<file path="src/rtl/hill_pkg.sv">
// Shared constants, register indexes and helper functions of the 2x2 Hill cipher.
package hill_pkg;

  localparam int unsigned CHAR_W   = 8;
  localparam int unsigned LETTER_W = 5;
  localparam int unsigned ASCII_W  = 7;

  localparam logic [LETTER_W-1:0] LETTERS    = 5'd26;
  localparam logic [LETTER_W-1:0] PAD_LETTER = 5'd23;
  localparam logic [ASCII_W-1:0]  ASCII_A    = 7'd97;

  // Reduction of a value below 1024 by 26 uses floor(v * 78 / 2048), which is
  // either the true quotient or one below it.
  localparam logic [15:0] MOD26_RECIP = 16'd78;
  localparam int unsigned MOD26_SHIFT = 11;

  // Configuration register indexes (byte address / 4).
  localparam logic [2:0] REG_KEY_R0C0     = 3'd0;
  localparam logic [2:0] REG_KEY_R0C1     = 3'd1;
  localparam logic [2:0] REG_KEY_R1C0     = 3'd2;
  localparam logic [2:0] REG_KEY_R1C1     = 3'd3;
  localparam logic [2:0] REG_DECRYPT_MODE = 3'd4;

  // Brings a 5-bit key entry into 0..25.
  function automatic logic [LETTER_W-1:0] red26(input logic [LETTER_W-1:0] k);
    red26 = (k >= LETTERS) ? k - LETTERS : k;
  endfunction

  // Additive inverse mod 26 of a value already in 0..25.
  function automatic logic [LETTER_W-1:0] neg26(input logic [LETTER_W-1:0] k);
    neg26 = (k == '0) ? '0 : LETTERS - k;
  endfunction

  // Multiplicative inverse mod 26; zero when none exists.
  function automatic logic [LETTER_W-1:0] inv_mod26(input logic [LETTER_W-1:0] det);
    case (det)
      5'd1:    inv_mod26 = 5'd1;
      5'd3:    inv_mod26 = 5'd9;
      5'd5:    inv_mod26 = 5'd21;
      5'd7:    inv_mod26 = 5'd15;
      5'd9:    inv_mod26 = 5'd3;
      5'd11:   inv_mod26 = 5'd19;
      5'd15:   inv_mod26 = 5'd7;
      5'd17:   inv_mod26 = 5'd23;
      5'd19:   inv_mod26 = 5'd11;
      5'd21:   inv_mod26 = 5'd5;
      5'd23:   inv_mod26 = 5'd17;
      5'd25:   inv_mod26 = 5'd25;
      default: inv_mod26 = 5'd0;
    endcase
  endfunction

endpackage

</file>
<file path="src/rtl/hill_in_if.sv">
// Input text channel: one text byte per request with its end-of-text mark.
interface hill_in_if import hill_pkg::*; ();
  logic              valid;
  logic              ready;
  logic [CHAR_W-1:0] char_in;
  logic              end_of_text;

  modport source (output valid, output char_in, output end_of_text, input ready);
  modport sink   (input valid, input char_in, input end_of_text, output ready);
endinterface

</file>
<file path="src/rtl/hill_out_if.sv">
// Output letter channel: one result letter per request with its status flags.
interface hill_out_if import hill_pkg::*; ();
  logic               valid;
  logic               ready;
  logic [ASCII_W-1:0] letter_out;
  logic               pair_last;
  logic               key_error;

  modport source (output valid, output letter_out, output pair_last, output key_error,
                  input ready);
  modport sink   (input valid, input letter_out, input pair_last, input key_error,
                  output ready);
endinterface

</file>
<file path="src/rtl/hill_cipher_2x2_mod26.sv">
// Top level of the 2x2 Hill cipher over the lowercase alphabet.
//
// Text bytes arrive as requests on in_ch; 'a'..'z' become letters 0..25 and
// any other byte becomes letter 0. The first letter of a pair is held. The
// second one (or end_of_text on a first letter, which pads the pair with 'x')
// starts the pair computation, and two result letters leave on out_ch, the
// second one with pair_last set when the pair closed the message.
// The key and the decrypt mode are written through the APB port at byte
// addresses 0, 4, 8, 12 and 16; they must only change while the block idles.
// All arithmetic runs on one shared multiply-add-reduce-mod-26 unit under a
// small sequencer, one operation per cycle. After the request that completes
// it, an encrypt pair takes two multiply-adds and one output load per letter;
// a decrypt pair adds two determinant steps and one scaling multiply per
// letter. A request holding only a first letter leaves the block idle and
// ready; in_ch.ready is low while a pair is being computed.
// Results go through a one-entry output register, so a stalled receiver only
// holds the sequencer at its output load step; the block takes the next byte
// as soon as the second letter is loaded, even if it has not been taken yet.
// Reset restores the identity key, encrypt mode and an empty pair buffer.
module hill_cipher_2x2_mod26 import hill_pkg::*; (
  input  logic        clk_i,
  input  logic        rst_ni,
  hill_in_if.sink     in_ch,
  hill_out_if.source  out_ch,
  input  logic        psel,
  input  logic        penable,
  input  logic        pwrite,
  input  logic [4:0]  paddr,
  input  logic [31:0] pwdata,
  output logic [31:0] prdata,
  output logic        pready
);

  localparam logic [2:0] ST_IDLE  = 3'd0;
  localparam logic [2:0] ST_DET0  = 3'd1;
  localparam logic [2:0] ST_DET1  = 3'd2;
  localparam logic [2:0] ST_ROW_A = 3'd3;
  localparam logic [2:0] ST_ROW_B = 3'd4;
  localparam logic [2:0] ST_SCALE = 3'd5;
  localparam logic [2:0] ST_PUT   = 3'd6;

  // Configuration registers.
  logic [LETTER_W-1:0] key_r0c0_q, key_r0c1_q, key_r1c0_q, key_r1c1_q;
  logic                decrypt_mode_q;
  logic                cfg_wr;
  logic [2:0]          cfg_idx;

  assign pready  = 1'b1;
  assign cfg_idx = paddr[4:2];
  assign cfg_wr  = psel && penable && pwrite;

  always_ff @(posedge clk_i or negedge rst_ni) begin
    if (!rst_ni) begin
      key_r0c0_q     <= 5'd1;
      key_r0c1_q     <= 5'd0;
      key_r1c0_q     <= 5'd0;
      key_r1c1_q     <= 5'd1;
      decrypt_mode_q <= 1'b0;
    end else if (cfg_wr) begin
      case (cfg_idx)
        REG_KEY_R0C0:     key_r0c0_q     <= pwdata[LETTER_W-1:0];
        REG_KEY_R0C1:     key_r0c1_q     <= pwdata[LETTER_W-1:0];
        REG_KEY_R1C0:     key_r1c0_q     <= pwdata[LETTER_W-1:0];
        REG_KEY_R1C1:     key_r1c1_q     <= pwdata[LETTER_W-1:0];
        REG_DECRYPT_MODE: decrypt_mode_q <= pwdata[0];
        default: ;
      endcase
    end
  end

  always_comb begin
    prdata = '0;
    case (cfg_idx)
      REG_KEY_R0C0:     prdata = 32'(key_r0c0_q);
      REG_KEY_R0C1:     prdata = 32'(key_r0c1_q);
      REG_KEY_R1C0:     prdata = 32'(key_r1c0_q);
      REG_KEY_R1C1:     prdata = 32'(key_r1c1_q);
      REG_DECRYPT_MODE: prdata = 32'(decrypt_mode_q);
      default:          prdata = '0;
    endcase
  end

  // Key entries reduced into 0..25, and the negated off-diagonal entries
  // that the adjugate needs.
  logic [LETTER_W-1:0] ka, kb, kc, kd, nb, nc;
  assign ka = red26(key_r0c0_q);
  assign kb = red26(key_r0c1_q);
  assign kc = red26(key_r1c0_q);
  assign kd = red26(key_r1c1_q);
  assign nb = neg26(kb);
  assign nc = neg26(kc);

  // Sequencer state.
  logic [2:0]          state_q, state_d;
  logic                row_q, row_d;
  logic                err_q, err_d;
  logic                last_q, last_d;
  logic [LETTER_W-1:0] p0_q, p0_d, p1_q, p1_d;
  logic [LETTER_W-1:0] acc_q, acc_d;
  logic [LETTER_W-1:0] inv_q, inv_d;
  logic [LETTER_W-1:0] held_q, held_d;
  logic                have_first_q, have_first_d;

  // Output register.
  logic                out_valid_q, out_valid_d;
  logic [ASCII_W-1:0]  letter_q, letter_d;
  logic                pair_last_q, pair_last_d;
  logic                key_error_q, key_error_d;
  logic                out_free;

  assign out_free = !out_valid_q || out_ch.ready;

  // Input letter value.
  logic                in_acc;
  logic                is_lower;
  logic [CHAR_W-1:0]   ch_off;
  logic [LETTER_W-1:0] in_letter;

  assign in_ch.ready = (state_q == ST_IDLE);
  assign in_acc      = in_ch.valid && in_ch.ready;
  assign ch_off      = in_ch.char_in - CHAR_W'(ASCII_A);
  assign is_lower    = (in_ch.char_in >= CHAR_W'(ASCII_A)) &&
                       (ch_off < CHAR_W'(LETTERS));
  assign in_letter   = is_lower ? ch_off[LETTER_W-1:0] : '0;

  // Shared unit: (x * y + addend) mod 26, with operands picked by the step.
  logic [LETTER_W-1:0] mul_x, mul_y, unit_res;
  logic                add_en;
  logic [9:0]          prod, sum, rem;
  logic [15:0]         scaled;
  logic [LETTER_W-1:0] quot;

  always_comb begin
    mul_x  = '0;
    mul_y  = '0;
    add_en = 1'b0;
    case (state_q)
      ST_DET0: begin
        mul_x = ka;
        mul_y = kd;
      end
      ST_DET1: begin
        mul_x  = nb;
        mul_y  = kc;
        add_en = 1'b1;
      end
      ST_ROW_A: begin
        if (decrypt_mode_q) begin
          mul_x = row_q ? nc : kd;
        end else begin
          mul_x = row_q ? kc : ka;
        end
        mul_y = p0_q;
      end
      ST_ROW_B: begin
        if (decrypt_mode_q) begin
          mul_x = row_q ? ka : nb;
        end else begin
          mul_x = row_q ? kd : kb;
        end
        mul_y  = p1_q;
        add_en = 1'b1;
      end
      ST_SCALE: begin
        mul_x = acc_q;
        mul_y = inv_q;
      end
      default: ;
    endcase
  end

  // The sum stays below 651, so the estimated quotient is at most one short
  // and a single compare and subtract finishes the reduction.
  assign prod     = 10'(mul_x) * 10'(mul_y);
  assign sum      = prod + (add_en ? 10'(acc_q) : 10'd0);
  assign scaled   = 16'(sum) * MOD26_RECIP;
  assign quot     = scaled[MOD26_SHIFT +: LETTER_W];
  assign rem      = sum - 10'(quot) * 10'(LETTERS);
  assign unit_res = (rem >= 10'(LETTERS)) ? LETTER_W'(rem - 10'(LETTERS)) : rem[LETTER_W-1:0];

  always_comb begin
    state_d      = state_q;
    row_d        = row_q;
    err_d        = err_q;
    last_d       = last_q;
    p0_d         = p0_q;
    p1_d         = p1_q;
    acc_d        = acc_q;
    inv_d        = inv_q;
    held_d       = held_q;
    have_first_d = have_first_q;
    out_valid_d  = out_valid_q && !out_ch.ready;
    letter_d     = letter_q;
    pair_last_d  = pair_last_q;
    key_error_d  = key_error_q;

    case (state_q)
      ST_IDLE: begin
        if (in_acc) begin
          if (!have_first_q && !in_ch.end_of_text) begin
            held_d       = in_letter;
            have_first_d = 1'b1;
          end else begin
            // A pair is complete; an odd final letter is padded with 'x'.
            p0_d         = have_first_q ? held_q : in_letter;
            p1_d         = have_first_q ? in_letter : PAD_LETTER;
            last_d       = in_ch.end_of_text;
            held_d       = '0;
            have_first_d = 1'b0;
            row_d        = 1'b0;
            err_d        = 1'b0;
            state_d      = decrypt_mode_q ? ST_DET0 : ST_ROW_A;
          end
        end
      end
      ST_DET0: begin
        acc_d   = unit_res;
        state_d = ST_DET1;
      end
      ST_DET1: begin
        inv_d = inv_mod26(unit_res);
        if (inv_mod26(unit_res) == '0) begin
          err_d   = 1'b1;
          state_d = ST_PUT;
        end else begin
          state_d = ST_ROW_A;
        end
      end
      ST_ROW_A: begin
        acc_d   = unit_res;
        state_d = ST_ROW_B;
      end
      ST_ROW_B: begin
        acc_d   = unit_res;
        state_d = decrypt_mode_q ? ST_SCALE : ST_PUT;
      end
      ST_SCALE: begin
        acc_d   = unit_res;
        state_d = ST_PUT;
      end
      ST_PUT: begin
        if (out_free) begin
          out_valid_d = 1'b1;
          letter_d    = err_q ? ASCII_A : ASCII_W'(acc_q) + ASCII_A;
          pair_last_d = row_q && last_q;
          key_error_d = err_q;
          if (!row_q) begin
            row_d   = 1'b1;
            state_d = err_q ? ST_PUT : ST_ROW_A;
          end else begin
            state_d = ST_IDLE;
          end
        end
      end
      default: state_d = ST_IDLE;
    endcase
  end

  always_ff @(posedge clk_i or negedge rst_ni) begin
    if (!rst_ni) begin
      state_q      <= ST_IDLE;
      row_q        <= 1'b0;
      err_q        <= 1'b0;
      held_q       <= '0;
      have_first_q <= 1'b0;
      out_valid_q  <= 1'b0;
    end else begin
      state_q      <= state_d;
      row_q        <= row_d;
      err_q        <= err_d;
      held_q       <= held_d;
      have_first_q <= have_first_d;
      out_valid_q  <= out_valid_d;
    end
  end

  always_ff @(posedge clk_i) begin
    last_q      <= last_d;
    p0_q        <= p0_d;
    p1_q        <= p1_d;
    acc_q       <= acc_d;
    inv_q       <= inv_d;
    letter_q    <= letter_d;
    pair_last_q <= pair_last_d;
    key_error_q <= key_error_d;
  end

  assign out_ch.valid      = out_valid_q;
  assign out_ch.letter_out = letter_q;
  assign out_ch.pair_last  = pair_last_q;
  assign out_ch.key_error  = key_error_q;

endmodule

</file>
<file path="src/flat_wrapper.sv">
// flat-port wrapper written by rule: the top's interface ports become plain ports
module hill_cipher_2x2_mod26_flat import hill_pkg::*;
  (clk_i, rst_ni, psel, penable, pwrite, paddr, pwdata, prdata, pready, in_ch_valid, in_ch_char_in, in_ch_end_of_text, in_ch_ready, out_ch_valid, out_ch_letter_out, out_ch_pair_last, out_ch_key_error, out_ch_ready);
  hill_in_if in_ch_i ();
  hill_out_if out_ch_i ();
  input  logic clk_i;
  input  logic rst_ni;
  input  logic psel;
  input  logic penable;
  input  logic pwrite;
  input  logic [4:0] paddr;
  input  logic [31:0] pwdata;
  output logic [31:0] prdata;
  output logic pready;
  input wire logic [$bits(in_ch_i.valid)-1:0] in_ch_valid;
  input wire logic [$bits(in_ch_i.char_in)-1:0] in_ch_char_in;
  input wire logic [$bits(in_ch_i.end_of_text)-1:0] in_ch_end_of_text;
  output wire logic [$bits(in_ch_i.ready)-1:0] in_ch_ready;
  output wire logic [$bits(out_ch_i.valid)-1:0] out_ch_valid;
  output wire logic [$bits(out_ch_i.letter_out)-1:0] out_ch_letter_out;
  output wire logic [$bits(out_ch_i.pair_last)-1:0] out_ch_pair_last;
  output wire logic [$bits(out_ch_i.key_error)-1:0] out_ch_key_error;
  input wire logic [$bits(out_ch_i.ready)-1:0] out_ch_ready;
  assign in_ch_i.valid = in_ch_valid;
  assign in_ch_i.char_in = in_ch_char_in;
  assign in_ch_i.end_of_text = in_ch_end_of_text;
  assign in_ch_ready = in_ch_i.ready;
  assign out_ch_valid = out_ch_i.valid;
  assign out_ch_letter_out = out_ch_i.letter_out;
  assign out_ch_pair_last = out_ch_i.pair_last;
  assign out_ch_key_error = out_ch_i.key_error;
  assign out_ch_i.ready = out_ch_ready;
  hill_cipher_2x2_mod26 u_core (.clk_i(clk_i), .rst_ni(rst_ni), .in_ch(in_ch_i), .out_ch(out_ch_i), .psel(psel), .penable(penable), .pwrite(pwrite), .paddr(paddr), .pwdata(pwdata), .prdata(prdata), .pready(pready));
endmodule
</file>
<file path="config.mk">
export PLATFORM = sky130hd
export DESIGN_NAME = hill_cipher_2x2_mod26_flat
export DESIGN_NICKNAME = d
export VERILOG_FILES = /design/src/rtl/hill_pkg.sv /design/src/rtl/hill_in_if.sv /design/src/rtl/hill_out_if.sv /design/src/rtl/hill_cipher_2x2_mod26.sv /design/src/flat_wrapper.sv
export SDC_FILE = /design/constraint.sdc
export NUM_CORES = 1
export LEC_CHECK = 0
export ABC_AREA = 1
export BUFFER_PORTS_ARGS = -buffer_cell sky130_fd_sc_hd__buf_4
export CORE_ASPECT_RATIO = 0.7
export CORE_MARGIN = 2
export CORE_UTILIZATION = 40
export DETAILED_ROUTE_END_ITERATION = 8
export MAX_ROUTING_LAYER = met4
export PLACE_DENSITY = 0.57
export SKIP_CTS_REPAIR_TIMING = 1
export SYNTH_ARGS = -nofsm -noshare
export SYNTH_HDL_FRONTEND = slang
export SYNTH_SLANG_ARGS = --single-unit
</file>
<file path="constraint.sdc">
create_clock -name clk_i -period 12.9 [get_ports clk_i]
set_input_delay 3.225 -clock clk_i [delete_from_list [all_inputs] [get_ports clk_i]]
set_output_delay 3.225 -clock clk_i [all_outputs]
set_load 0.02 [all_outputs]
</file>
After elaboration in Yosys (flattened, before gate mapping). Memories as Yosys holds them, arrays and structs flattened. A register that Yosys moved wholly into a read port is not among the register bits. Cells that the tools add are included.

Register bits after elaboration: 58. Logic and storage cells: 128. Output and inout port bits: 44. Memories kept: 2. Input bits: 53. Bits in read-only memories: 320.

Memories: (name not given) (depth 32, width 5, read ports 1, clocked after memory_dff 1, write ports 0, RTL line hill_pkg.sv:36) `case (det)`; (name not given) (depth 32, width 5, read ports 1, clocked after memory_dff 0, write ports 0, RTL line hill_pkg.sv:36).

Eq/ne operators: 14. Add/sub/neg operators: 11. Magnitude comparators: 7. Multipliers: 3. Bitwise gates (word level): 1. Multiplexer cells: 40. Reductions and logical operators: 32.

Operators by type and width (number): $mux W5 (18); $pmux W5 S5 (3); $sub A5 B5 Y5 const B (5); $pmux W3 S7 (1); $ge A5 B5 Y1 const B (4); $mux W3 (6); $logic_not A5 Y1 (3); $mul A10 B6 Y15 const B (1); $reduce_and A2 Y1 (7); $eq A3 B2 Y1 const B (4); $eq A3 B3 Y1 const B (4); $add A10 B10 Y10 (1); $ge A10 B5 Y1 const B (1); $mul A5 B5 Y10 (1); $sub A10 B10 Y10 (1); $sub A5 B5 Y5 const A (2); $mul A5 B4 Y9 const B (1); $ge A8 B7 Y1 const B (1); $lt A8 B5 Y1 const B (1); $mux W1 (8); $reduce_and A4 Y1 (2); $sub A8 B7 Y8 const B (1); $add A6 B6 Y7 const B (1); $logic_and A1 B1 Y1 (7); 13 further kinds (24).

Longest topological paths before layout. Gate-level depths: netlist of run 1. An unclocked memory read counts as a cell.

Depth in word-level cells: 19. Depth in mapped cells: 69. Depth with buffers taken out: 69.

Worst setup path after synthesis of run 1. OpenSTA, ideal clock, no wires.

Path type: reg-to-reg. Start: register u_core.key_r1c0_q[1]. End: register u_core.inv_q[2], data pin. Stages on the path, launching flop included: 62. Slack: 2.142 ns. Setup time: 0.261 ns. Clock period less this slack: 10.758 ns. Buffers on the path: 0. Arrival time: 10.498 ns. Required time: 12.639 ns. Cell sequence: dfrtp_1 inv_1 ha_1 o22ai_1 nand2_1 nand2_1 nand2_1 ha_1 xor2_1 o21ai_1 nand3_1 nand2_1 nor2_1 o21ai_1 nand2_1 fa_1 inv_1 fa_1 (+26 left out) fa_1 xor2_1 ha_1 nand2_1 inv_1 nand4_1 nand3_1 nand2_1 nand2_1 nand3_2 nor2_4 nand2_4 nand2_2 nand2_4 nand2_2 clkinv_1 o21ai_1 o31ai_1.

Word-level cells in the longest chain between the ends: 14. Elaborated cells on any way between the ends: 19. Classes of those cells: add/sub (5); mul (3); order compare (2); mux (8); reduce/logical (1).

Ends and longest elaborated chain: start, declared (RTL line hill_cipher_2x2_mod26.sv:43) `logic [LETTER_W-1:0] key_r0c0_q, key_r0c1_q, key_r1c0_q, key_r1c1_q;`; start signal, assigned (RTL line hill_cipher_2x2_mod26.sv:63) `REG_KEY_R1C0: key_r1c0_q <= pwdata[LETTER_W-1:0];`; $sub A5 B5 Y5 / $ge A5 B5 Y1 (equally long branches) (RTL line hill_pkg.sv:26) `red26 = (k >= LETTERS) ? k - LETTERS : k;`; $mux W5 * (RTL line hill_pkg.sv:26); $sub A5 B5 Y5 / $logic_not A5 Y1 (equally long branches) (RTL line hill_pkg.sv:31) `neg26 = (k == '0) ? '0 : LETTERS - k;`; $mux W5 (RTL line hill_pkg.sv:31); $mux W5 (RTL line hill_cipher_2x2_mod26.sv:149) `mul_x = row_q ? nc : kd;`; $mux W5 (RTL line hill_cipher_2x2_mod26.sv:148) `if (decrypt_mode_q) begin`; $pmux W5 S5 (RTL line hill_cipher_2x2_mod26.sv:137) `case (state_q)`; $mul A5 B5 Y10 * (RTL line hill_cipher_2x2_mod26.sv:174) `assign prod = 10'(mul_x) * 10'(mul_y);`; $add A10 B10 Y10 * (RTL line hill_cipher_2x2_mod26.sv:175) `assign sum = prod + (add_en ? 10'(acc_q) : 10'd0);`; $mul A10 B6 Y15 (RTL line hill_cipher_2x2_mod26.sv:176) `assign scaled = 16'(sum) * MOD26_RECIP;`; $mul A5 B4 Y9 (RTL line hill_cipher_2x2_mod26.sv:178) `assign rem = sum - 10'(quot) * 10'(LETTERS);`; $sub A10 B10 Y10 * (RTL line hill_cipher_2x2_mod26.sv:178); $ge A10 B5 Y1 / $sub A5 B5 Y5 (equally long branches) (RTL line hill_cipher_2x2_mod26.sv:179) `assign unit_res = (rem >= 10'(LETTERS)) ? LETTER_W'(rem - 10'(LETTERS)) : rem[LETTER_W-1:0];`; $mux W5 * (RTL line hill_cipher_2x2_mod26.sv:179); end, declared (RTL line hill_cipher_2x2_mod26.sv:100) `logic [LETTER_W-1:0] inv_q, inv_d;`.

Every way passes the cells marked *; elsewhere a longest branch is shown, timed or not. A chain may end at the register's enable or synchronous reset.

Worst setup path after layout of run 1. Ends and elaborated chain as after synthesis.

==> summary.txt, run 1 <==
Die
  – Die Ht: between 100 and 150 µm
  – Die extent in x: approximately 160 µm
  – Core Area: between 15,000 and 20,000 µm²
  – Initial core utilization: about 40%
  – I/O Pins: a little under 100
  – Core Rows: 40
  – Die area: 18,300 µm²

Logic synthesis
  – Post-Syn Instances: 921
  – Seq cells post-synth: 63
  – Number of flops mapped to enable cells by yosys: 30
  – Yosys warns: 0
  – Synth area leaders: ha_1 13%, edfxtp_1 13%, dfrtp_1 11%
  – Ys async rst share: 52.38%
  – Mean Syn Cell Area: approximately 7.5 µm²
  – Most common cell in the netlist: nand2_1
  – Synth area leader: ha_1
  – Post-synthesis sequential area ratio: 25.11%
  – Most used DFF post-synth: dfrtp_1
  – Post-Syn Area: 6887 µm²
  – Unique masters post-synth: 50
  – Most frequent cells after synthesis: 202 x nand2_1, 175 x inv_1, 74 x ha_1, 60 x o21ai_0, 52 x nor2_1
  – Top cell type's share of synthesized area: approximately 13%

Route
  – Total number of vias: between 5,000 and 6,000
  – Post-Route WL: 16,200 µm
  – DRT iter0 DRCs: between 400 and 500
  – Via/cell ratio: around 4.8
  – Post-DR wirelength/cell: 13.48 µm
  – DRT Pass-1 Iters: 5
  – DRC Markers: 0
  – Post-route ant nets: 0

Global route
  – Grt met1 use: between 30% and 40%
  – Vias in the first global route: between 5,000 and 6,000
  – Antenna violations before repair: 0
  – Routing usage on met2: ~21%
  – GR Overflow Total: 0
  – Total track usage: around a fifth
  – First-pass GRT wire length: 26,790 µm
  – Most Crowded Layer GR: met1
  – Largest net degree at the start of global routing: 34
  – Grt met3 use: 3.018%

Critical path
  – CP max-delay cell: fa_1
  – CP max FO: 6
  – Most used cell, CP: nand2_1
  – Worst setup SP type: register
  – WP data required: 12.98 ns
  – Critical path class: register to register
  – Max stage delay on crit path: approximately 0.56 ns
  – Critical path arrival: ~12 ns
  – Delay-heaviest family, CP: adder cells
  – Worst setup EP type: register
  – Buf/Inv on CP: 10

Timing
  – Setup TNS: 0 ns
  – Relative slew slack: between 20% and 30%
  – Slew @ Worst Pin: approximately 1.1 ns
  – Final Setup Violations: 0
  – Min Hold Slack: about 0.51 ns
  – Part of the cycle the worst path needs: 91.04%
  – Clock skew: approximately 0.0084 ns
  – Slew Limit Fails: 0
  – Unrepaired setup endpoints after global routing: no
  – Peak Freq: approximately 85 MHz
  – Crit path time final: ~12 ns
  – Final hold vios: 0

Min path
  – HP Class: register to register

Cells and area
  – Filler cell count: approximately 1,700
  – Final cell count without fillers: ~1,200
  – Multi-input gate area in the final layout: ~4300 µm²
  – Area delta synth->final: 11.37%
  – Share of layout cells above drive strength 1: a little over a tenth
  – Final #Nets: around 1,100
  – FF/Latch Area: ~1700 µm²
  – # diodes: 0

Clocking
  – CTS clk-pin slew, worst paths: approximately 0.060 ns
  – Clock root cell: clkbuf_16
  – CTS Sinks: 63
  – Clk_lat worst skew: 0.33 ns
  – Cts bufs inserted: 9
  – Clock Path Buffers: 2
  – CTS tree: built
  – Clock H-tree levels: 3

Flow run
  – Max-cap violations: 0

Outcome
  – Status: finished clean

Placement
  – Placed Cells incl. Taps: around 1,200
  – Port bufs: 39
  – Detailed Place HPWL: approximately 13,000 µm
  – Final RePlAce weighted congestion: between 0.9 and 1
## metal layers
metal,routed length (µm),vias to the layer above
met3,980,13
li1,-,3026
met1,9632,2627
met5,0,-
met4,104,0
met2,5481,150
## through the flow
step	worst slack (ns)	util, %	instance area (µm²)
5_1_grt	0.09882	45.07	7670
4_1_cts	0.8956	45.01	7659
3_5_place_dp	0.9559	43.28	7365
2_1_floorplan	2.142	-	6984
6_report	1.156	45.07	7670
3_3_place_gp	1.063	43.28	7365
## path summary, 6_finish.rpt
check | from | cells past startpoint | slack, ns | endpoint
max | u_core.key_r1c0_q[1] | 59 | 1.16 | u_core.inv_q[2]
min reg2reg | u_core.last_q | 2 | 0.51 | u_core.out_ch.pair_last
max in group asynchronous | rst_ni | 1 | 9.71 | u_core.key_r1c1_q[0]
min | u_core.last_q | 2 | 0.51 | u_core.out_ch.pair_last
min in group asynchronous | rst_ni | 1 | 2.83 | u_core.key_r0c1_q[2]
max reg2reg | u_core.key_r1c0_q[1] | 59 | 1.16 | u_core.inv_q[2]
## kinds of logic (layout without fill, tap and decap cells)
group / count (synthesis) / after routing / share of synthesized area, %
xor gates and xnor gates: 31 / 31 / 3.943
adders and majority gates: 103 / 103 / 21.88
other: 2 / 28 / 0.1091
buffers and inverters: 219 / 243 / 13.50
and+or+nand+nor: 355 / 355 / 22.87
AOI/OAI and AO/OA: 148 / 148 / 12.59
DFF: 63 / 63 / 25.11
## sequential cells by signal, summed over array words and instances, names as in the netlist
signal,count
u_core.p1_q,5
u_core.acc_q,5
u_core.row_q,1
u_core.key_r0c0_q,5
u_core.key_r0c1_q,5
u_core.out_ch.valid,1
u_core.have_first_q,1
u_core.out_ch.pair_last,1
u_core.err_q,1
u_core.p0_q,5
u_core.out_ch.letter_out,7
u_core.held_q,5
u_core.key_r1c1_q,5
u_core.inv_q,5
u_core.state_q,3
u_core.out_ch.key_error,1
u_core.last_q,1
u_core.key_r1c0_q,5
u_core.decrypt_mode_q,1
## tightest hold or removal path: cells and delay by family (launching register included)
family | cells | cell delay (ns)
buffers and inverters | 1 | 0.04
AND/OR/NAND/NOR | 1 | 0.05
flip-flops | 1 | 0.32
## cells in the final DEF (no fill, tap or decap), types with 3 or more instances in the layout
cell type  count
buf_4         43
o21ai_1        7
nand3_1       43
nand3_2        5
a22oi_1        8
a221oi_1       3
o221ai_1       3
o2111ai_1      3
nand2_4        6
a31oi_1        3
nor2_2         6
dfrtp_1       31
o21ai_0       59
nand2_2       10
ha_1          74
o211ai_1       9
o21ai_2        3
a21oi_1       33
nand2_1      202
nand4_1        9
edfxtp_1      30
nand3b_1       3
xnor2_1       10
fa_1          29
inv_2          6
o22ai_1        7
clkbuf_16     10
inv_1        175
xor2_1        20
nor3_1        11
conb_1        28
nor2_1        52
## final cells by class
cell class,instances,share of cell area (%)
clock buffers,11,3.312
well taps,231,3.768
clock inverters,5,0.5220
inverters,184,9.038
repair buffers,43,4.209
flip-flops and latches,63,22.54
multi-input cells,665,56.61
Power of run 1 is left out: the tool's default activity adds up to more than one toggle a clock period on the data nets, which glitch-free logic cannot reach.
==> inputs of run 2 (changes only) <==
- RECOVER_POWER: unset -> 100
==> summary.txt, run 2 (synthesized netlist as in run 1, its figures left out) <==
Outcome
  – Status: complete, but fails checks
  – Failing checks: max-capacitance violations, max-slew violations

Cells and area
  – Most frequent cells in the layout: 203 x nand2_1, 175 x inv_1, 74 x ha_1
  – # diodes: 0
  – Area delta synth->final: 10.01%
  – Most common cell after layout, fill and taps aside: nand2_1
  – Filler cell count: around 1,800
  – Max FFs per register: 7
  – Share of layout cells above drive strength 1: between 7 and 8%
  – Final #Nets: between 1,000 and 1,500

Clocking
  – Clock H-tree levels: 3
  – Clk_lat worst skew: roughly 0.34 ns
  – CTS clk-pin slew, worst paths: ~0.060 ns
  – CTS tree: built
  – Clock root cell: clkbuf_16
  – Cts bufs inserted: 9
  – Clock Path Buffers: 2
  – CTS Sinks: 63

Min path
  – Hold Path Origin: u_core.last_q
  – HP Class: register to register

Die
  – Die Ht: 113.8 µm
  – I/O Pins: 97
  – Initial core utilization: between 40% and 50%
  – Core Rows: 40
  – Core Area: roughly 17,000 µm²
  – Die extent in x: 160.8 µm
  – Die area: ~18,000 µm²

Placement
  – Pre-CTS setup slack: about 0.96 ns
  – Detailed Place HPWL: roughly 13,000 µm
  – Port bufs: 39
  – Final RePlAce weighted congestion: 0.9080

Critical path
  – Most used cell, CP: nand2_1
  – Crit path from: u_core.key_r1c0_q[1]
  – Max stage delay on crit path: between 0.5 and 0.6 ns
  – Worst setup EP type: register
  – WP data required: 12.98 ns
  – Worst r2r src: u_core.key_r1c0_q[1]
  – Critical path arrival: between 10 and 15 ns
  – CP max FO: 6
  – CP max-delay cell: fa_1
  – Worst setup SP type: register
  – Critical path class: register to register

Timing
  – Peak Freq: between 80 and 90 MHz
  – Clock skew: 0.008462 ns
  – Slew @ Worst Pin: 1.852 ns
  – Slew Limit Fails: 48
  – Min Hold Slack: 0.5116 ns
  – Unrepaired setup endpoints after global routing: no
  – Crit path time final: ~12 ns
  – Setup TNS: 0 ns
  – Part of the cycle the worst path needs: 91.56%
  – Setup WS post-layout: between 1 and 1.5 ns
  – Final Setup Violations: 0
  – Relative slew slack: -23.45%
  – Final hold vios: 0

Route
  – Post-Route WL: approximately 16,000 µm
  – DRT Pass-1 Iters: 5
  – DRT iter0 DRCs: between 500 and 600
  – Post-route ant nets: 0
  – Via/cell ratio: 4.818
  – Post-DR wirelength/cell: roughly 13 µm
  – DRC Markers: 0
  – Total number of vias: 5,791

Global route
  – Largest net degree at the start of global routing: 34
  – First-pass GRT wire length: about 27,000 µm
  – Total track usage: a little under a fifth
  – Vias in the first global route: 5,154
  – Antenna violations before repair: 0
  – GR Overflow Total: 0

Flow run
  – Max-cap violations: 2
run 2: cell count changes in the layout (fill, tap and decap cells not counted), sizes merged:
cell	before	now
clkbuf	11	35
buf	43	19
run 2: worst paths after layout:
check	endpoint	cells after the start	slack, ns
min reg2reg	u_core.out_ch.pair_last	2	0.51
max	u_core.inv_q[2]	59	1.09
max in group asynchronous	u_core.err_q	1	8.43
min in group asynchronous	u_core.key_r0c1_q[2]	1	3.39
max reg2reg	u_core.inv_q[2]	59	1.09
min	u_core.out_ch.pair_last	2	0.51
run 2: worst max-delay path: cells and delay by family (launching register included):
family / cells / cell delay [ns]
compound gates: 7 / 1.26
xor+xnor: 3 / 0.53
fa+ha+maj: 14 / 5.75
buf+inv: 10 / 0.80
flops: 1 / 0.46
simple gates: 25 / 2.74
run 2: area by class of cell:
class	count	area, µm²	area share [%]
multi-input cells	665	4319	57.01
repair buffers	43	251.5	3.320
flip-flops and latches	63	1729	22.82
clock buffers	11	254.0	3.353
inverters	184	693.2	9.149
well taps	231	289.0	3.815
clock inverters	5	40.04	0.5285
run 2: per-stage QoR:
| step | instance area [µm²] | std cells | util [%] |
|---|---|---|---|
| final | 7576 | 1202 | 44.52 |
| after global routing | 7576 | 1202 | 44.52 |
| after CTS | 7659 | 1202 | 45.01 |
| after detailed placement | 7365 | 1186 | 43.28 |
| after global placement | 7365 | 1186 | 43.28 |
| after floorplan | 6984 | 947 | - |
run 2: per-layer routing:
metal / share of wire, % / global-route usage, % / up-vias / routed length (µm)
li1: - / - / 3024 / -
met1: 60 / 33.11 / 2607 / 9748
met2: 34 / 21.49 / 147 / 5486
met3: 5.3 / 3.018 / 13 / 852
met4: 0.65 / 3.036 / 0 / 105
met5: 0 / - / - / 0
Power of run 2 is left out for the same reason.
